[config.mk]
export PLATFORM = sky130hd
export DESIGN_NAME = keyword_ident_number_lexer_flat
export DESIGN_NICKNAME = d
export VERILOG_FILES = /design/src/design/kinl_pkg.sv /design/src/design/kinl_stream_if.sv /design/src/design/kinl_scan.sv /design/src/design/kinl_outq.sv /design/src/design/keyword_ident_number_lexer.sv /design/src/flat_wrapper.sv
export SDC_FILE = /design/constraint.sdc
export NUM_CORES = 1
export LEC_CHECK = 0
export ABC_AREA = 0
export BUFFER_PORTS_ARGS = -buffer_cell sky130_fd_sc_hd__buf_2
export CORE_AREA = 2 2 39 41
export CTS_CLUSTER_SIZE = 24
export DETAILED_ROUTE_END_ITERATION = 7
export DIE_AREA = 0 0 41 43
export GPL_TIMING_DRIVEN = 0
export HOLD_SLACK_MARGIN = 0.08
export PLACE_DENSITY_LB_ADDON = 0.15
export SLEW_MARGIN = 20
export SYNTH_ARGS = -nofsm -noshare
export SYNTH_HDL_FRONTEND = slang
export SYNTH_SLANG_ARGS = --single-unit
export TNS_END_PERCENT = 10
[constraint.sdc]
create_clock -name clk -period 2.6 [get_ports clk]
set_input_delay 0.26 -clock clk [delete_from_list [all_inputs] [get_ports clk]]
set_output_delay 0.26 -clock clk [all_outputs]
set_load 0.01 [all_outputs]
[src/design/kinl_pkg.sv]
// Shared types and constants for the keyword, identifier and number lexer.
`default_nettype none

package kinl_pkg;

  // Token class codes carried in token_class.
  localparam logic [2:0] CLS_KEYWORD   = 3'd0;
  localparam logic [2:0] CLS_IDENT     = 3'd1;
  localparam logic [2:0] CLS_NUMBER    = 3'd2;
  localparam logic [2:0] CLS_OPERATOR  = 3'd3;
  localparam logic [2:0] CLS_SEMICOLON = 3'd4;

  // Keyword ids carried in keyword_id.
  localparam logic [1:0] KW_INT   = 2'd0;
  localparam logic [1:0] KW_FLOAT = 2'd1;
  localparam logic [1:0] KW_IF    = 2'd2;
  localparam logic [1:0] KW_ELSE  = 2'd3;

  localparam int KW_COUNT = 4;

  // Keyword spellings, padded with zeros to eight characters.
  localparam logic [7:0] KW_TEXT [KW_COUNT][8] = '{
    '{"i", "n", "t", 8'h00, 8'h00, 8'h00, 8'h00, 8'h00},
    '{"f", "l", "o", "a", "t", 8'h00, 8'h00, 8'h00},
    '{"i", "f", 8'h00, 8'h00, 8'h00, 8'h00, 8'h00, 8'h00},
    '{"e", "l", "s", "e", 8'h00, 8'h00, 8'h00, 8'h00}
  };
  localparam logic [7:0] KW_LEN [KW_COUNT] = '{8'd3, 8'd5, 8'd2, 8'd4};

  // Single-character tokens.
  localparam logic [7:0] CH_PLUS  = "+";
  localparam logic [7:0] CH_MINUS = "-";
  localparam logic [7:0] CH_STAR  = "*";
  localparam logic [7:0] CH_SLASH = "/";
  localparam logic [7:0] CH_EQUAL = "=";
  localparam logic [7:0] CH_SEMI  = ";";

  // Input word: one text byte or a line end marker.
  typedef struct packed {
    logic [7:0] char_byte;
    logic       end_of_line;
  } in_word_t;

  // Output word: one token.
  typedef struct packed {
    logic [2:0] token_class;
    logic [1:0] keyword_id;
    logic [7:0] operator_char;
    logic [9:0] start_pos;
    logic [7:0] token_length;
    logic       truncated;
    logic       last_result;
  } tok_word_t;

  // Up to two tokens produced by one input word, first in first.
  typedef struct packed {
    logic      push0;
    logic      push1;
    tok_word_t tok0;
    tok_word_t tok1;
  } tok_pair_t;

  // Clear keyword flags that no longer match with byte c at token index idx.
  function automatic logic [3:0] kw_match(input logic [3:0] flags, input logic [7:0] c,
                                          input logic [7:0] idx);
    logic [3:0] res;
    res = flags;
    for (int k = 0; k < KW_COUNT; k++) begin
      if (!(idx < KW_LEN[k] && KW_TEXT[k][idx[2:0]] == c)) begin
        res[k] = 1'b0;
      end
    end
    return res;
  endfunction

endpackage

`default_nettype wire

[src/design/kinl_stream_if.sv]
// Valid/ready stream channel carrying one payload word per handshake.
`default_nettype none

interface kinl_stream_if #(
  parameter type T = logic
) ();
  logic valid;
  logic ready;
  T     data;

  modport source (output valid, output data, input ready);
  modport sink   (input valid, input data, output ready);
endinterface

`default_nettype wire

[src/design/kinl_scan.sv]
// Scanner state and token classification for one accepted input word.
`default_nettype none

module kinl_scan #(
  parameter int LINE_MAX  = 1024,
  parameter int TOKEN_MAX = 128
) (
  input  wire logic              clk,
  input  wire logic              rst,
  input  wire logic              accept,
  input  wire kinl_pkg::in_word_t word,
  output kinl_pkg::tok_pair_t    pair
);

  localparam int PW = $clog2(LINE_MAX);

  typedef enum logic [1:0] {
    MODE_IDLE   = 2'd0,
    MODE_IDENT  = 2'd1,
    MODE_NUMBER = 2'd2
  } mode_t;

  mode_t         mode, mode_next;
  logic [PW-1:0] token_start, token_start_next;
  logic [7:0]    token_len, token_len_next;
  logic [3:0]    keyword_flags, keyword_flags_next;
  logic [PW-1:0] line_position, line_position_next;
  logic          overflow_seen, overflow_seen_next;

  logic [7:0]         c;
  logic               is_alpha, is_digit, is_op, is_semi, cont;
  kinl_pkg::tok_word_t pend, single;
  logic [PW+9:0]      start_ext, pos_ext;

  // Byte classes.
  assign c        = word.char_byte;
  assign is_alpha = (c >= "a" && c <= "z") || (c >= "A" && c <= "Z");
  assign is_digit = (c >= "0" && c <= "9");
  assign is_op    = (c == kinl_pkg::CH_PLUS) || (c == kinl_pkg::CH_MINUS) ||
                    (c == kinl_pkg::CH_STAR) || (c == kinl_pkg::CH_SLASH) ||
                    (c == kinl_pkg::CH_EQUAL);
  assign is_semi  = (c == kinl_pkg::CH_SEMI);
  assign cont     = (mode == MODE_IDENT && (is_alpha || is_digit)) ||
                    (mode == MODE_NUMBER && is_digit);

  // Offsets are reported as their low ten bits.
  assign start_ext = {10'b0, token_start};
  assign pos_ext   = {10'b0, line_position};

  // The pending token as it would be emitted now.
  always_comb begin
    pend               = '0;
    pend.token_class   = (mode == MODE_NUMBER) ? kinl_pkg::CLS_NUMBER : kinl_pkg::CLS_IDENT;
    pend.start_pos     = start_ext[9:0];
    pend.token_length  = token_len;
    pend.truncated     = overflow_seen;
    if (mode == MODE_IDENT && !overflow_seen) begin
      for (int k = 0; k < kinl_pkg::KW_COUNT; k++) begin
        if (keyword_flags[k] && token_len == kinl_pkg::KW_LEN[k]) begin
          pend.token_class = kinl_pkg::CLS_KEYWORD;
          pend.keyword_id  = 2'(k);
        end
      end
    end
  end

  // A single-character operator or semicolon token at the current offset.
  always_comb begin
    single               = '0;
    single.token_class   = is_semi ? kinl_pkg::CLS_SEMICOLON : kinl_pkg::CLS_OPERATOR;
    single.operator_char = c;
    single.start_pos     = pos_ext[9:0];
    single.token_length  = 8'd1;
  end

  // Next state and the tokens this word produces.
  always_comb begin
    mode_next          = mode;
    token_start_next   = token_start;
    token_len_next     = token_len;
    keyword_flags_next = keyword_flags;
    line_position_next = line_position;
    overflow_seen_next = overflow_seen;
    pair               = '0;
    if (accept) begin
      if (word.end_of_line) begin
        if (mode != MODE_IDLE) begin
          pair.push0            = 1'b1;
          pair.tok0             = pend;
          pair.tok0.last_result = 1'b1;
        end
        mode_next          = MODE_IDLE;
        token_len_next     = 8'd0;
        overflow_seen_next = 1'b0;
        keyword_flags_next = 4'd0;
        line_position_next = '0;
      end else begin
        if (cont) begin
          if (mode == MODE_IDENT) begin
            keyword_flags_next = kinl_pkg::kw_match(keyword_flags, c, token_len);
          end
          if (token_len < 8'(TOKEN_MAX)) begin
            token_len_next = token_len + 8'd1;
          end else begin
            overflow_seen_next = 1'b1;
          end
        end else begin
          // The pending token ends here; then the byte is classified itself.
          if (mode != MODE_IDLE) begin
            pair.push0            = 1'b1;
            pair.tok0             = pend;
            pair.tok0.last_result = !(is_op || is_semi);
            mode_next             = MODE_IDLE;
            keyword_flags_next    = 4'd0;
          end
          if (is_alpha || is_digit) begin
            mode_next          = is_alpha ? MODE_IDENT : MODE_NUMBER;
            token_start_next   = line_position;
            token_len_next     = 8'd1;
            overflow_seen_next = 1'b0;
            keyword_flags_next = is_alpha ? kinl_pkg::kw_match(4'hF, c, 8'd0) : 4'd0;
          end else if (is_op || is_semi) begin
            if (mode != MODE_IDLE) begin
              pair.push1            = 1'b1;
              pair.tok1             = single;
              pair.tok1.last_result = 1'b1;
            end else begin
              pair.push0            = 1'b1;
              pair.tok0             = single;
              pair.tok0.last_result = 1'b1;
            end
          end
        end
        if (line_position < PW'(LINE_MAX - 1)) begin
          line_position_next = line_position + PW'(1);
        end
      end
    end
  end

  // Scanner state registers.
  always_ff @(posedge clk) begin
    if (rst) begin
      mode          <= MODE_IDLE;
      token_start   <= '0;
      token_len     <= 8'd0;
      keyword_flags <= 4'd0;
      line_position <= '0;
      overflow_seen <= 1'b0;
    end else begin
      mode          <= mode_next;
      token_start   <= token_start_next;
      token_len     <= token_len_next;
      keyword_flags <= keyword_flags_next;
      line_position <= line_position_next;
      overflow_seen <= overflow_seen_next;
    end
  end

endmodule

`default_nettype wire

[src/design/kinl_outq.sv]
// Four-entry token queue taking up to two words in and one word out per cycle.
`default_nettype none

module kinl_outq (
  input  wire logic               clk,
  input  wire logic               rst,
  input  wire kinl_pkg::tok_pair_t pair,
  output logic                    room,
  output logic                    out_valid,
  input  wire logic               out_ready,
  output kinl_pkg::tok_word_t     out_data
);

  localparam int DEPTH = 4;
  localparam int AW    = $clog2(DEPTH);
  localparam int CW    = $clog2(DEPTH + 1);

  kinl_pkg::tok_word_t entries [DEPTH];
  logic [AW-1:0] wr_ptr, rd_ptr;
  logic [CW-1:0] count;
  logic          pop;

  // Space for a full pair is kept free before a new word is taken.
  assign room      = (count <= CW'(DEPTH - 2));
  assign out_valid = (count != '0);
  assign out_data  = entries[rd_ptr];
  assign pop       = out_valid && out_ready;

  // Pointer and fill count update.
  always_ff @(posedge clk) begin
    if (rst) begin
      wr_ptr <= '0;
      rd_ptr <= '0;
      count  <= '0;
    end else begin
      wr_ptr <= wr_ptr + AW'(pair.push0) + AW'(pair.push1);
      rd_ptr <= rd_ptr + AW'(pop);
      count  <= count + CW'(pair.push0) + CW'(pair.push1) - CW'(pop);
    end
  end

  // Token storage.
  always_ff @(posedge clk) begin
    if (pair.push0) begin
      entries[wr_ptr] <= pair.tok0;
    end
    if (pair.push1) begin
      entries[wr_ptr + AW'(1)] <= pair.tok1;
    end
  end

endmodule

`default_nettype wire

[src/design/keyword_ident_number_lexer.sv]
// Top level of the streaming keyword, identifier and number lexer.
//
//   Channel    Direction  Word                      Handshake
//   char_in    sink       char_byte, end_of_line    valid/ready
//   token_out  source     one token per word        valid/ready
//
// A word is scanned in the cycle it is accepted and its tokens land in a
// four-entry queue, so a new byte can be taken every cycle while the queue has
// room for two tokens. An accepted word's first token is visible the next cycle
// if the queue was empty. Words yielding two tokens need two output handshakes,
// which sets the rate whenever the sink drains one token per cycle. Reset clears
// the scanner to idle at line offset zero and empties the queue.
`default_nettype none

module keyword_ident_number_lexer #(
  parameter int LINE_MAX  = 1024,
  parameter int TOKEN_MAX = 128
) (
  input wire logic      clk,
  input wire logic      rst,
  kinl_stream_if.sink   char_in,
  kinl_stream_if.source token_out
);

  kinl_pkg::in_word_t  in_word;
  kinl_pkg::tok_pair_t pair;
  kinl_pkg::tok_word_t out_word;
  logic                room;
  logic                accept;
  logic                out_valid;

  assign in_word       = char_in.data;
  assign char_in.ready = room;
  assign accept        = char_in.valid && room;

  // Scanner.
  kinl_scan #(
    .LINE_MAX  (LINE_MAX),
    .TOKEN_MAX (TOKEN_MAX)
  ) u_scan (
    .clk    (clk),
    .rst    (rst),
    .accept (accept),
    .word   (in_word),
    .pair   (pair)
  );

  // Token queue.
  kinl_outq u_outq (
    .clk       (clk),
    .rst       (rst),
    .pair      (pair),
    .room      (room),
    .out_valid (out_valid),
    .out_ready (token_out.ready),
    .out_data  (out_word)
  );

  assign token_out.valid = out_valid;
  assign token_out.data  = out_word;

endmodule

`default_nettype wire
[src/flat_wrapper.sv]
// flat-port wrapper written by rule: the top's interface ports become plain ports
module keyword_ident_number_lexer_flat 
#(
  parameter int LINE_MAX  = 1024,
  parameter int TOKEN_MAX = 128
)
  (clk, rst, char_in_valid, char_in_data, char_in_ready, token_out_valid, token_out_data, token_out_ready);
  kinl_stream_if char_in_i ();
  kinl_stream_if token_out_i ();
  input wire logic clk;
  input wire logic rst;
  input wire logic [$bits(char_in_i.valid)-1:0] char_in_valid;
  input wire logic [$bits(char_in_i.data)-1:0] char_in_data;
  output wire logic [$bits(char_in_i.ready)-1:0] char_in_ready;
  output wire logic [$bits(token_out_i.valid)-1:0] token_out_valid;
  output wire logic [$bits(token_out_i.data)-1:0] token_out_data;
  input wire logic [$bits(token_out_i.ready)-1:0] token_out_ready;
  assign char_in_i.valid = char_in_valid;
  assign char_in_i.data = char_in_data;
  assign char_in_ready = char_in_i.ready;
  assign token_out_valid = token_out_i.valid;
  assign token_out_data = token_out_i.data;
  assign token_out_i.ready = token_out_ready;
  keyword_ident_number_lexer #(.LINE_MAX(LINE_MAX), .TOKEN_MAX(TOKEN_MAX)) u_core (.clk(clk), .rst(rst), .char_in(char_in_i), .token_out(token_out_i));
endmodule
==> results of run 1 <==
-- logic make-up (layout without fill, tap and decap cells) --
group | after synthesis | after routing
flops | 3 | 3
xor+xnor | 1 | 1
other cells | 1 | 1
simple gates | 5 | 5
fa+ha+maj | 2 | 2
compound gates | 1 | 1
buf+inv | 3 | 11
-- worst max path at each step --
stage / from / endpoint / slack [ps] / depth (start not counted)
after global routing: u_core.u_outq.count[1] / u_core.u_outq.count[2] / 960 / 6
after floorplan: u_core.u_outq.count[1] / u_core.u_outq.count[2] / 1110 / 6
after global placement: u_core.u_outq.count[1] / u_core.u_outq.count[2] / 1070 / 6
after detailed placement: u_core.u_outq.count[1] / u_core.u_outq.count[2] / 1070 / 6
final: u_core.u_outq.count[1] / u_core.u_outq.count[2] / 1060 / 6
after CTS: u_core.u_outq.count[1] / u_core.u_outq.count[2] / 1060 / 6
-- final cells by class --
cell class	count	area, sq um	share of cell area
Timing Repair Buffer	4	20.0	0.0930
Multi-Input combinational cell	10	73.8	0.343
Tap cell	16	20.0	0.0930
Clock buffer	4	26.3	0.122
Sequential cell	3	60.1	0.279
Inverter	2	7.51	0.0349
Buffer	1	7.51	0.0349
-- cell usage in the layout (no fill, tap or decap) --
cell and count:
xnor2_1 1, buf_2 4, clkbuf_1 1, nor2_1 3
clkbuf_4 3, ha_1 2, and2_4 1, or3_4 1
inv_1 2, conb_1 1, dfxtp_1 3, a21oi_1 1
buf_4 1
-- per-layer routing --
layer | track usage | share of wire | up-vias
li1 | - | - | 62
met1 | 0.0511 | 0.54 | 46
met2 | 0.0406 | 0.30 | 7
met3 | 0.0628 | 0.16 | 0
met4 | 0.0400 | 0 | 0
met5 | 0 | 0 | -
-- power groups by stage --
| stage | logic [mW] | clock network, mW | registers, mW |
|---|---|---|---|
| after floorplan | 0.113 | 0 | 0.0834 |
| after global placement | 0.152 | 0 | 0.0873 |
| after detailed placement | 0.152 | 0 | 0.0884 |
| after CTS | 0.153 | 0.0835 | 0.0875 |
| after global routing | 0.178 | 0.0902 | 0.0903 |
| final | 0.152 | 0.0802 | 0.0868 |
-- metrics by stage --
stage | std cells | utilization | power [mW] | hold WS, ps
after floorplan | 16 | - | 0.197 | 327
after global placement | 36 | 0.137 | 0.240 | 448
after detailed placement | 36 | 0.137 | 0.240 | 449
after CTS | 40 | 0.156 | 0.324 | 204
after global routing | 40 | 0.156 | 0.359 | 217
final | 40 | 0.156 | 0.319 | 207
-- worst max-delay path, cell delays in order, from the launching register on --
cell and delay, ps:
dfxtp_1 320, or3_4 380, and2_4 160, ha_1 170, ha_1 190, xnor2_1 150
nor2_1 50
==> impl_metrics.env, run 1 <==
export IMPL_timing_setup_tns_ps=0
export IMPL_register_with_the_highest_flop_count="u_core.u_outq.count"
export IMPL_asyncSetResetFlopFracSynth=0
export IMPL_grt_util_all_layers=0.0471
export IMPL_timing_critical_path_from_type="flop"
export IMPL_synthDistinctLibCells=10
export IMPL_initial_utilization=0.108
export IMPL_place_port_buffers=4
export IMPL_power_switching_uw=106
export IMPL_grt_pass1_wl_um=469
export IMPL_cts_buffers=3
export IMPL_overflow=0
export IMPL_routed_via_density=2.88
export IMPL_number_of_flip_flops_in_the_largest_register=3
export IMPL_antenna_left=0
export IMPL_fill_cells=156
export IMPL_design_portCount=8
export IMPL_post_cts_hold_buffer_count=0
export IMPL_drt_pass1_iterations=1
export IMPL_synth_cell_area_sq_um=149
export IMPL_hold_violations_final=0
export IMPL_outcome="finished clean"
export IMPL_grt_antenna_before_repair=0
export IMPL_cp_data_required_time_ps=2720
export IMPL_final_min_period_over_clock_period=0.591
export IMPL_hold_path_cell_count=2
export IMPL_clock_sinks=3
export IMPL_detailed_place_area_sq_um=189
export IMPL_synth_cells=16
export IMPL_p_int_uw=213
export IMPL_synth_simple_gate_area_frac=0.210
export IMPL_post_drt_wl_per_cell_um=6.18
export IMPL_drt_first_iter_violations=0
export IMPL_timing_hold_worst_class="in2reg"
export IMPL_ys_ff_latch=3
export IMPL_synthTopCellsByCount="dfxtp_1 (3), nor2_1 (3), ha_1 (2), inv_1 (2)"
export IMPL_power_frac_seq=0.272
export IMPL_total_half_perimeter_wirelength_after_legalization_and_detailed_placement_um=189
export IMPL_tritoncts_clock_tree="done"
export IMPL_post_synth_mux_area_share=0
export IMPL_timing_final_setup_violations=0
export IMPL_synth_top_family_by_area="simple AND/OR/NAND/NOR gates"
export IMPL_dominant_synthesized_flop_cell="dfxtp_1"
export IMPL_critical_path_reg2reg_endpoint="u_core.u_outq.count[2]"
export IMPL_rd_place_congestion=0.528
export IMPL_routed_wl_um=247
export IMPL_worst_r2r_startpoint="u_core.u_outq.count[1]"
export IMPL_timing_hold_worst_start="rst"
export IMPL_synth_largest_area_cell="dfxtp_1"
export IMPL_type_of_element_capturing_the_critical_path="flop"
export IMPL_floorplan_core_area_sq_um=1380
export IMPL_yosysWarnings=0
export IMPL_power_per_cell_area_nw_per_um2=1480
export IMPL_netSwitchingFraction=0.332
export IMPL_clk_latency_ps=230
export IMPL_synth_avg_cell_area_sq_um=9.31
export IMPL_finalWorstSetupSlack_ps=1060
export IMPL_cap_violations=0
export IMPL_p_comb_frac=0.476
export IMPL_synth_xor_area_frac=0.0588
export IMPL_seq_area_frac_synth=0.403
export IMPL_vias_in_the_first_global_route=129
export IMPL_floorplan_die_height_um=43
export IMPL_synth_edf_count=0
export IMPL_nNetsFinal=32
export IMPL_clockBufferDepth=2
export IMPL_fraction_of_final_layout_cells_sized_beyond_drive_strength_1=0.417
export IMPL_drc=0
export IMPL_crit_path_max_fanout=3
export IMPL_post_synth_fa_ha_maj_area_fraction=0.168
export IMPL_worst_r2r_path_depth=6
export IMPL_syn_num_nets=23
export IMPL_fraction_of_synthesized_cell_area_taken_by_the_top_area_cell_type=0.403
export IMPL_fmax_mhz=650
export IMPL_timing_clock_skew_ps=2.83
export IMPL_ff2ff_setup_slack_ps=1060
export IMPL_dieArea_sq_um=1760
export IMPL_detailroute_via_count=115
export IMPL_detailedPlace_worstSlack_ps=1070
export IMPL_largest_net_degree_at_the_start_of_global_routing=4
export IMPL_crit_arrival_ps=1650
export IMPL_design_area_sq_um=215
export IMPL_cts_repair_resized=0
export IMPL_placementRows=14
export IMPL_antenna_cells=0
export IMPL_clock_tree_htree_level_count=1
export IMPL_synth_area_leaders="dfxtp_1 (40%), ha_1 (17%), nor2_1 (7.6%), or3_4 (7.6%), and2_4 (5.9%)"
export IMPL_grt_setup_unrepaired="false"
export IMPL_floorplan_die_width_um=41
export IMPL_hold_path_endpoint="u_core.u_outq.count[0]"
export IMPL_clock_pin_slew_reported_for_the_worst_setup_and_hold_paths_after_clock_tree_synthesis_ps=40
export IMPL_clockPowerShare=0.252
export IMPL_area_growth_from_synthesis_to_final_layout_pct=44.5
export IMPL_critPathKind="reg2reg"
export IMPL_synth_compound_area_frac=0.0336
export IMPL_timing_final_crit_period_ps=1540
export IMPL_maxSlewViolCount=0
export IMPL_top_regs="u_core.u_outq.count x3"
export IMPL_vdd_drop_max_v=0.000371
export IMPL_p_leak_nw=0.0954
export IMPL_cts_root_buffer="clkbuf_4"
export IMPL_post_cts_setup_buffers=0
(Power assumes the default switching activity.)
==> inputs of run 2 (changes only) <==
==> constraint.sdc (replaced) <==
create_clock -name clk -period 1.6 [get_ports clk]
set_input_delay 0.16 -clock clk [delete_from_list [all_inputs] [get_ports clk]]
set_output_delay 0.16 -clock clk [all_outputs]
set_load 0.01 [all_outputs]
==> run 2 against run 1 <==
  * Combinational power up 80%
  * Design area up 4.7%
  * Worst hold slack worse by 99 ps
  * Clock skew about the same
  * Count of clock-buffer cells in the layout unchanged
  * Utilization up 0.72 points
  * Sequential share of layout area down 1.2 points
  * Via count up 2.6%
  * Sequential cell count unchanged
  * Critical endpoint unchanged
==> impl_metrics.env, run 2 (synthesized netlist as in run 1, its figures left out) <==
export IMPL_worst_setup_path_start="u_core.u_outq.count[1]"
export IMPL_rd_place_congestion=0.528
export IMPL_detailroute_via_count=118
export IMPL_detailed_place_area_sq_um=189
export IMPL_critPathKind="reg2reg"
export IMPL_clock_pin_slew_reported_for_the_worst_setup_and_hold_paths_after_clock_tree_synthesis_ps=40
export IMPL_timing_critical_path_from_type="flop"
export IMPL_grt_pass1_wl_um=469
export IMPL_dieArea_sq_um=1760
export IMPL_grt_util_met2=0.0406
export IMPL_tritoncts_clock_tree="done"
export IMPL_overflow=0
export IMPL_antenna_cells=0
export IMPL_outcome="finished clean"
export IMPL_timing_final_crit_period_ps=1490
export IMPL_hold_violations_final=0
export IMPL_utilization=0.163
export IMPL_timing_hold_worst_class="in2reg"
export IMPL_vdd_drop_max_v=0.000670
export IMPL_critical_path_reg2reg_endpoint="u_core.u_outq.count[2]"
export IMPL_timing_setup_tns_ps=0
export IMPL_number_of_flip_flops_in_the_largest_register=3
export IMPL_clockBufferDepth=2
export IMPL_routed_wl_um=261
export IMPL_worst_r2r_path_depth=6
export IMPL_largest_net_degree_at_the_start_of_global_routing=4
export IMPL_cap_violations=0
export IMPL_grt_util_all_layers=0.0471
export IMPL_crit_arrival_ps=1610
export IMPL_post_cts_hold_buffer_count=0
export IMPL_fraction_of_final_layout_cells_sized_beyond_drive_strength_1=0.500
export IMPL_path_cells="or3_4 > and2_4 > ha_1 > ha_2 > xnor2_2 > nor2_1"
export IMPL_groute_layer_met1_usage=0.0511
export IMPL_clock_sinks=3
export IMPL_commonest_cells_after_routing_fill_and_taps_aside="buf_2 (4), nor2_1 (3), clkbuf_4 (3), dfxtp_1 (3), inv_1 (2)"
export IMPL_antenna_left=0
export IMPL_critical_path_buf_inv_count=0
export IMPL_floorplan_die_height_um=43
export IMPL_hold_path_cell_count=2
export IMPL_critPathSlowestCell="or3_4"
export IMPL_grt_antenna_before_repair=0
export IMPL_p_leak_nw=0.0963
export IMPL_area_growth_from_synthesis_to_final_layout_pct=51.3
export IMPL_register_with_the_highest_flop_count="u_core.u_outq.count"
export IMPL_design_area_sq_um=225
export IMPL_nNetsFinal=32
export IMPL_final_min_period_over_clock_period=0.931
export IMPL_fmax_mhz=671
export IMPL_timing_hold_worst_start="rst"
export IMPL_vias_in_the_first_global_route=129
export IMPL_routed_via_density=2.95
export IMPL_multi_input_area_sq_um=83.8
export IMPL_cts_root_buffer="clkbuf_4"
export IMPL_placementRows=14
export IMPL_grt_setup_unrepaired="false"
export IMPL_cp_data_required_time_ps=1720
export IMPL_total_half_perimeter_wirelength_after_legalization_and_detailed_placement_um=189
export IMPL_cts_repair_resized=0
export IMPL_place_port_buffers=4
export IMPL_power_per_cell_area_nw_per_um2=2430
export IMPL_maxSlewViolCount=0
export IMPL_post_layout_total_power_uw=548
export IMPL_cts_buffers=3
export IMPL_global_route_peak_usage_layer="met3"
export IMPL_clock_tree_htree_level_count=1
export IMPL_ff2ff_setup_slack_ps=110
export IMPL_post_cts_setup_buffers=0
export IMPL_worst_r2r_startpoint="u_core.u_outq.count[1]"
export IMPL_floorplan_die_width_um=41
export IMPL_post_drt_wl_per_cell_um=6.53
export IMPL_cp_slowest_stage_delay_ps=380
export IMPL_clk_latency_ps=230
export IMPL_drc=0
export IMPL_floorplan_core_area_sq_um=1380
export IMPL_top_regs="u_core.u_outq.count x3"
export IMPL_critPathTopFamily="simple AND/OR/NAND/NOR gates"
export IMPL_area_taken_by_flip_flops_and_latches_sq_um=60.1
export IMPL_grt_util_met3=0.0628
export IMPL_fin_worst_hold_slack_ps=108
export IMPL_drt_pass1_iterations=1
export IMPL_design_portCount=8
export IMPL_timing_final_setup_violations=0
export IMPL_type_of_element_capturing_the_critical_path="flop"
export IMPL_hold_path_endpoint="u_core.u_outq.count[0]"
export IMPL_layout_cells_most_common="buf_2"
export IMPL_crit_path_max_fanout=3
export IMPL_drt_first_iter_violations=0
export IMPL_initial_utilization=0.108
export IMPL_timing_clock_skew_ps=2.74
export IMPL_fill_cells=158
run 2: cell counts in the layout (fill, tap and decap cells not counted):
Identical to the previous run, type by type.
run 2: per-stage QoR:
step	setup slack [ps]	instances
6_report	110	40
5_1_grt	34.8	40
4_1_cts	58.3	40
3_5_place_dp	72.8	36
3_3_place_gp	71.4	36
2_1_floorplan	114	16
run 2: power by group:
group          switching, mW  internal [mW]
Clock                 0.0371         0.0933
Sequential            0.0323          0.112
Combinational          0.111          0.162
Total                  0.181          0.367
run 2: per-layer routing:
layer  wire length, um  part of all wire
met2                83              0.32
met4                 0                 0
met1               137              0.52
met5                 0                 0
met3                40              0.15
run 2: area by class of cell:
| type | instances | area share |
|---|---|---|
| buffer | 1 | 0.0333 |
| clock buffer | 4 | 0.117 |
| inverter | 2 | 0.0333 |
| multi-input combinational | 10 | 0.372 |
| sequential | 3 | 0.267 |
| tap | 16 | 0.0889 |
| timing repair buffer | 4 | 0.0889 |
run 2: worst max path at each step:
| stage | end | slack (ps) | cells past startpoint |
|---|---|---|---|
| 5_1_grt | u_core.u_outq.count[2] | 30 | 6 |
| 2_1_floorplan | u_core.u_outq.count[2] | 110 | 6 |
| 3_5_place_dp | u_core.u_outq.count[2] | 70 | 6 |
| 6_report | u_core.u_outq.count[2] | 110 | 6 |
| 4_1_cts | u_core.u_outq.count[2] | 60 | 6 |
| 3_3_place_gp | u_core.u_outq.count[2] | 70 | 6 |
==> inputs of run 3 (changes only) <==
--- a/config.mk
+++ b/config.mk
@@ -14,6 +14,7 @@
 export GPL_TIMING_DRIVEN = 0
 export HOLD_SLACK_MARGIN = 0.08
 export PLACE_DENSITY_LB_ADDON = 0.15
+export REMOVE_ABC_BUFFERS = 1
 export SLEW_MARGIN = 20
 export SYNTH_ARGS = -nofsm -noshare
 export SYNTH_HDL_FRONTEND = slang
==> run 3 against run 2 <==
  * Utilization down 1.1 points
  * Clock skew shrank 2.4 ps
  * Die area stayed put
  * Cell count decreased by 2.5%
  * Clock power about the same
  * Sequential power fell by 3%
  * Sequential cell count unchanged
  * Largest power group unchanged
  * Highest routed layer unchanged
==> impl_metrics.env, run 3 (synthesized netlist as in run 1, its figures left out) <==
export IMPL_outcome="finished clean"
export IMPL_crit_path_max_fanout=3
export IMPL_worst_r2r_startpoint="u_core.u_outq.count[1]"
export IMPL_cts_buffers=3
export IMPL_worst_setup_path_start="u_core.u_outq.count[1]"
export IMPL_detailroute_via_count=119
export IMPL_place_port_buffers=4
export IMPL_nNetsFinal=31
export IMPL_clockPowerShare=0.251
export IMPL_cp_data_required_time_ps=1720
export IMPL_initial_utilization=0.108
export IMPL_crit_arrival_ps=1660
export IMPL_power_switching_uw=175
export IMPL_clockBufferDepth=2
export IMPL_critPathTopFamily="simple AND/OR/NAND/NOR gates"
export IMPL_hold_violations_final=0
export IMPL_critPathSlowestCell="or3_4"
export IMPL_grt_pass1_wl_um=427
export IMPL_dieArea_sq_um=1760
export IMPL_timing_clock_skew_ps=0.300
export IMPL_type_of_element_capturing_the_critical_path="flop"
export IMPL_detailed_place_area_sq_um=181
export IMPL_post_drt_wl_per_cell_um=7.21
export IMPL_drc=0
export IMPL_clock_tree_htree_level_count=1
export IMPL_cts_root_buffer="clkbuf_4"
export IMPL_critical_path_buf_inv_count=0
export IMPL_clock_pin_slew_reported_for_the_worst_setup_and_hold_paths_after_clock_tree_synthesis_ps=30
export IMPL_maxSlewViolCount=0
export IMPL_floorplan_die_height_um=43
export IMPL_clock_sinks=3
export IMPL_post_layout_nonfiller_instances=39
export IMPL_largest_net_degree_at_the_start_of_global_routing=4
export IMPL_grt_antenna_before_repair=0
export IMPL_timing_setup_tns_ps=0
export IMPL_floorplan_core_area_sq_um=1380
export IMPL_top_regs="u_core.u_outq.count x3"
export IMPL_fmax_mhz=652
export IMPL_worst_setup_path_endpoint="u_core.u_outq.count[2]"
export IMPL_timing_critical_path_from_type="flop"
export IMPL_fraction_of_final_layout_cells_sized_beyond_drive_strength_1=0.435
export IMPL_critical_path_reg2reg_endpoint="u_core.u_outq.count[2]"
export IMPL_vdd_drop_max_v=0.000372
export IMPL_path_cells="or3_4 > and2_4 > ha_1 > ha_2 > xnor2_1 > nor2_1"
export IMPL_utilization=0.152
export IMPL_netSwitchingFraction=0.335
export IMPL_timing_final_setup_violations=0
export IMPL_layout_cells_most_common="buf_2"
export IMPL_design_portCount=8
export IMPL_worst_r2r_path_depth=6
export IMPL_register_with_the_highest_flop_count="u_core.u_outq.count"
export IMPL_power_frac_seq=0.269
export IMPL_critPathKind="reg2reg"
export IMPL_tritoncts_clock_tree="done"
export IMPL_design_area_sq_um=210
export IMPL_power_per_cell_area_nw_per_um2=2490
export IMPL_fill_cells=161
export IMPL_overflow=0
export IMPL_grt_setup_unrepaired="false"
export IMPL_vias_in_the_first_global_route=109
export IMPL_worstSetupPathDepth=6
export IMPL_timing_final_crit_period_ps=1530
export IMPL_routed_via_density=3.05
export IMPL_antenna_left=0
export IMPL_clk_latency_ps=230
export IMPL_ff2ff_setup_slack_ps=70
export IMPL_p_int_uw=348
export IMPL_timing_hold_worst_class="in2reg"
export IMPL_routed_wl_um=281
export IMPL_p_leak_nw=0.0887
export IMPL_rd_place_congestion=0.499
export IMPL_commonest_cells_after_routing_fill_and_taps_aside="buf_2 (4), nor2_1 (3), clkbuf_4 (3), dfxtp_1 (3), inv_1 (2)"
export IMPL_drt_pass1_iterations=3
export IMPL_p_comb_frac=0.480
export IMPL_antenna_cells=0
export IMPL_detailedPlace_worstSlack_ps=75.1
export IMPL_floorplan_die_width_um=41
export IMPL_cp_slowest_stage_delay_ps=390
export IMPL_finalWorstSetupSlack_ps=66.4
export IMPL_grt_util_all_layers=0.0461
export IMPL_dpl_cell_count=35
export IMPL_placementRows=14
export IMPL_final_min_period_over_clock_period=0.959
export IMPL_cap_violations=0
export IMPL_number_of_flip_flops_in_the_largest_register=3
export IMPL_drt_first_iter_violations=3
export IMPL_area_growth_from_synthesis_to_final_layout_pct=41.2
==> run 3: changes by cell type in the layout (fill, tap and decap cells not counted), sizes merged <==
cell  previous run  this run
buf              5         4
==> run 3: final cells by class <==
| class | instances | area, sq um | share of cell area |
|---|---|---|---|
| Sequential cell | 3 | 60.1 | 0.286 |
| Timing Repair Buffer | 4 | 20.0 | 0.0952 |
| Clock buffer | 4 | 26.3 | 0.125 |
| Multi-Input combinational cell | 10 | 76.3 | 0.363 |
| Tap cell | 16 | 20.0 | 0.0952 |
| Inverter | 2 | 7.51 | 0.0357 |
==> run 3: power by group through the flow <==
stage	Clock, mW	Combinational (mW)	Sequential [mW]
2_1_floorplan	0	0.182	0.135
3_3_place_gp	0	0.243	0.142
3_5_place_dp	0	0.245	0.143
4_1_cts	0.140	0.247	0.142
5_1_grt	0.152	0.283	0.147
6_report	0.131	0.251	0.141
==> run 3: timing repair <==
action                                  4_1_cts  5_1_grt
gates resized for setup                       0        1
setup buffers                                 0        0
hold buffers                                  0        0
endpoints found under the setup margin        0        1
==> run 3: per-stage QoR <==
step	hold WS, ps	total power [mW]
final	110	0.522
after global routing	96.2	0.582
after CTS	101	0.529
after detailed placement	350	0.388
after global placement	353	0.385
after floorplan	227	0.318
==> run 3: per-layer routing <==
layer,global-route usage,part of all wire
met1,0.0415,0.35
met2,0.0344,0.46
met3,0.0838,0.19
met4,0.0400,0
met5,0,0
==> run 3: worst min path at each step <==
stage	from	endpoint	slack (ps)	cells past startpoint
2_1_floorplan	rst	u_core.u_outq.count[0]	230	1
3_3_place_gp	rst	u_core.u_outq.count[0]	350	2
3_5_place_dp	rst	u_core.u_outq.count[0]	350	2
4_1_cts	rst	u_core.u_outq.count[0]	100	2
5_1_grt	rst	u_core.u_outq.count[2]	100	2
6_report	rst	u_core.u_outq.count[0]	110	2
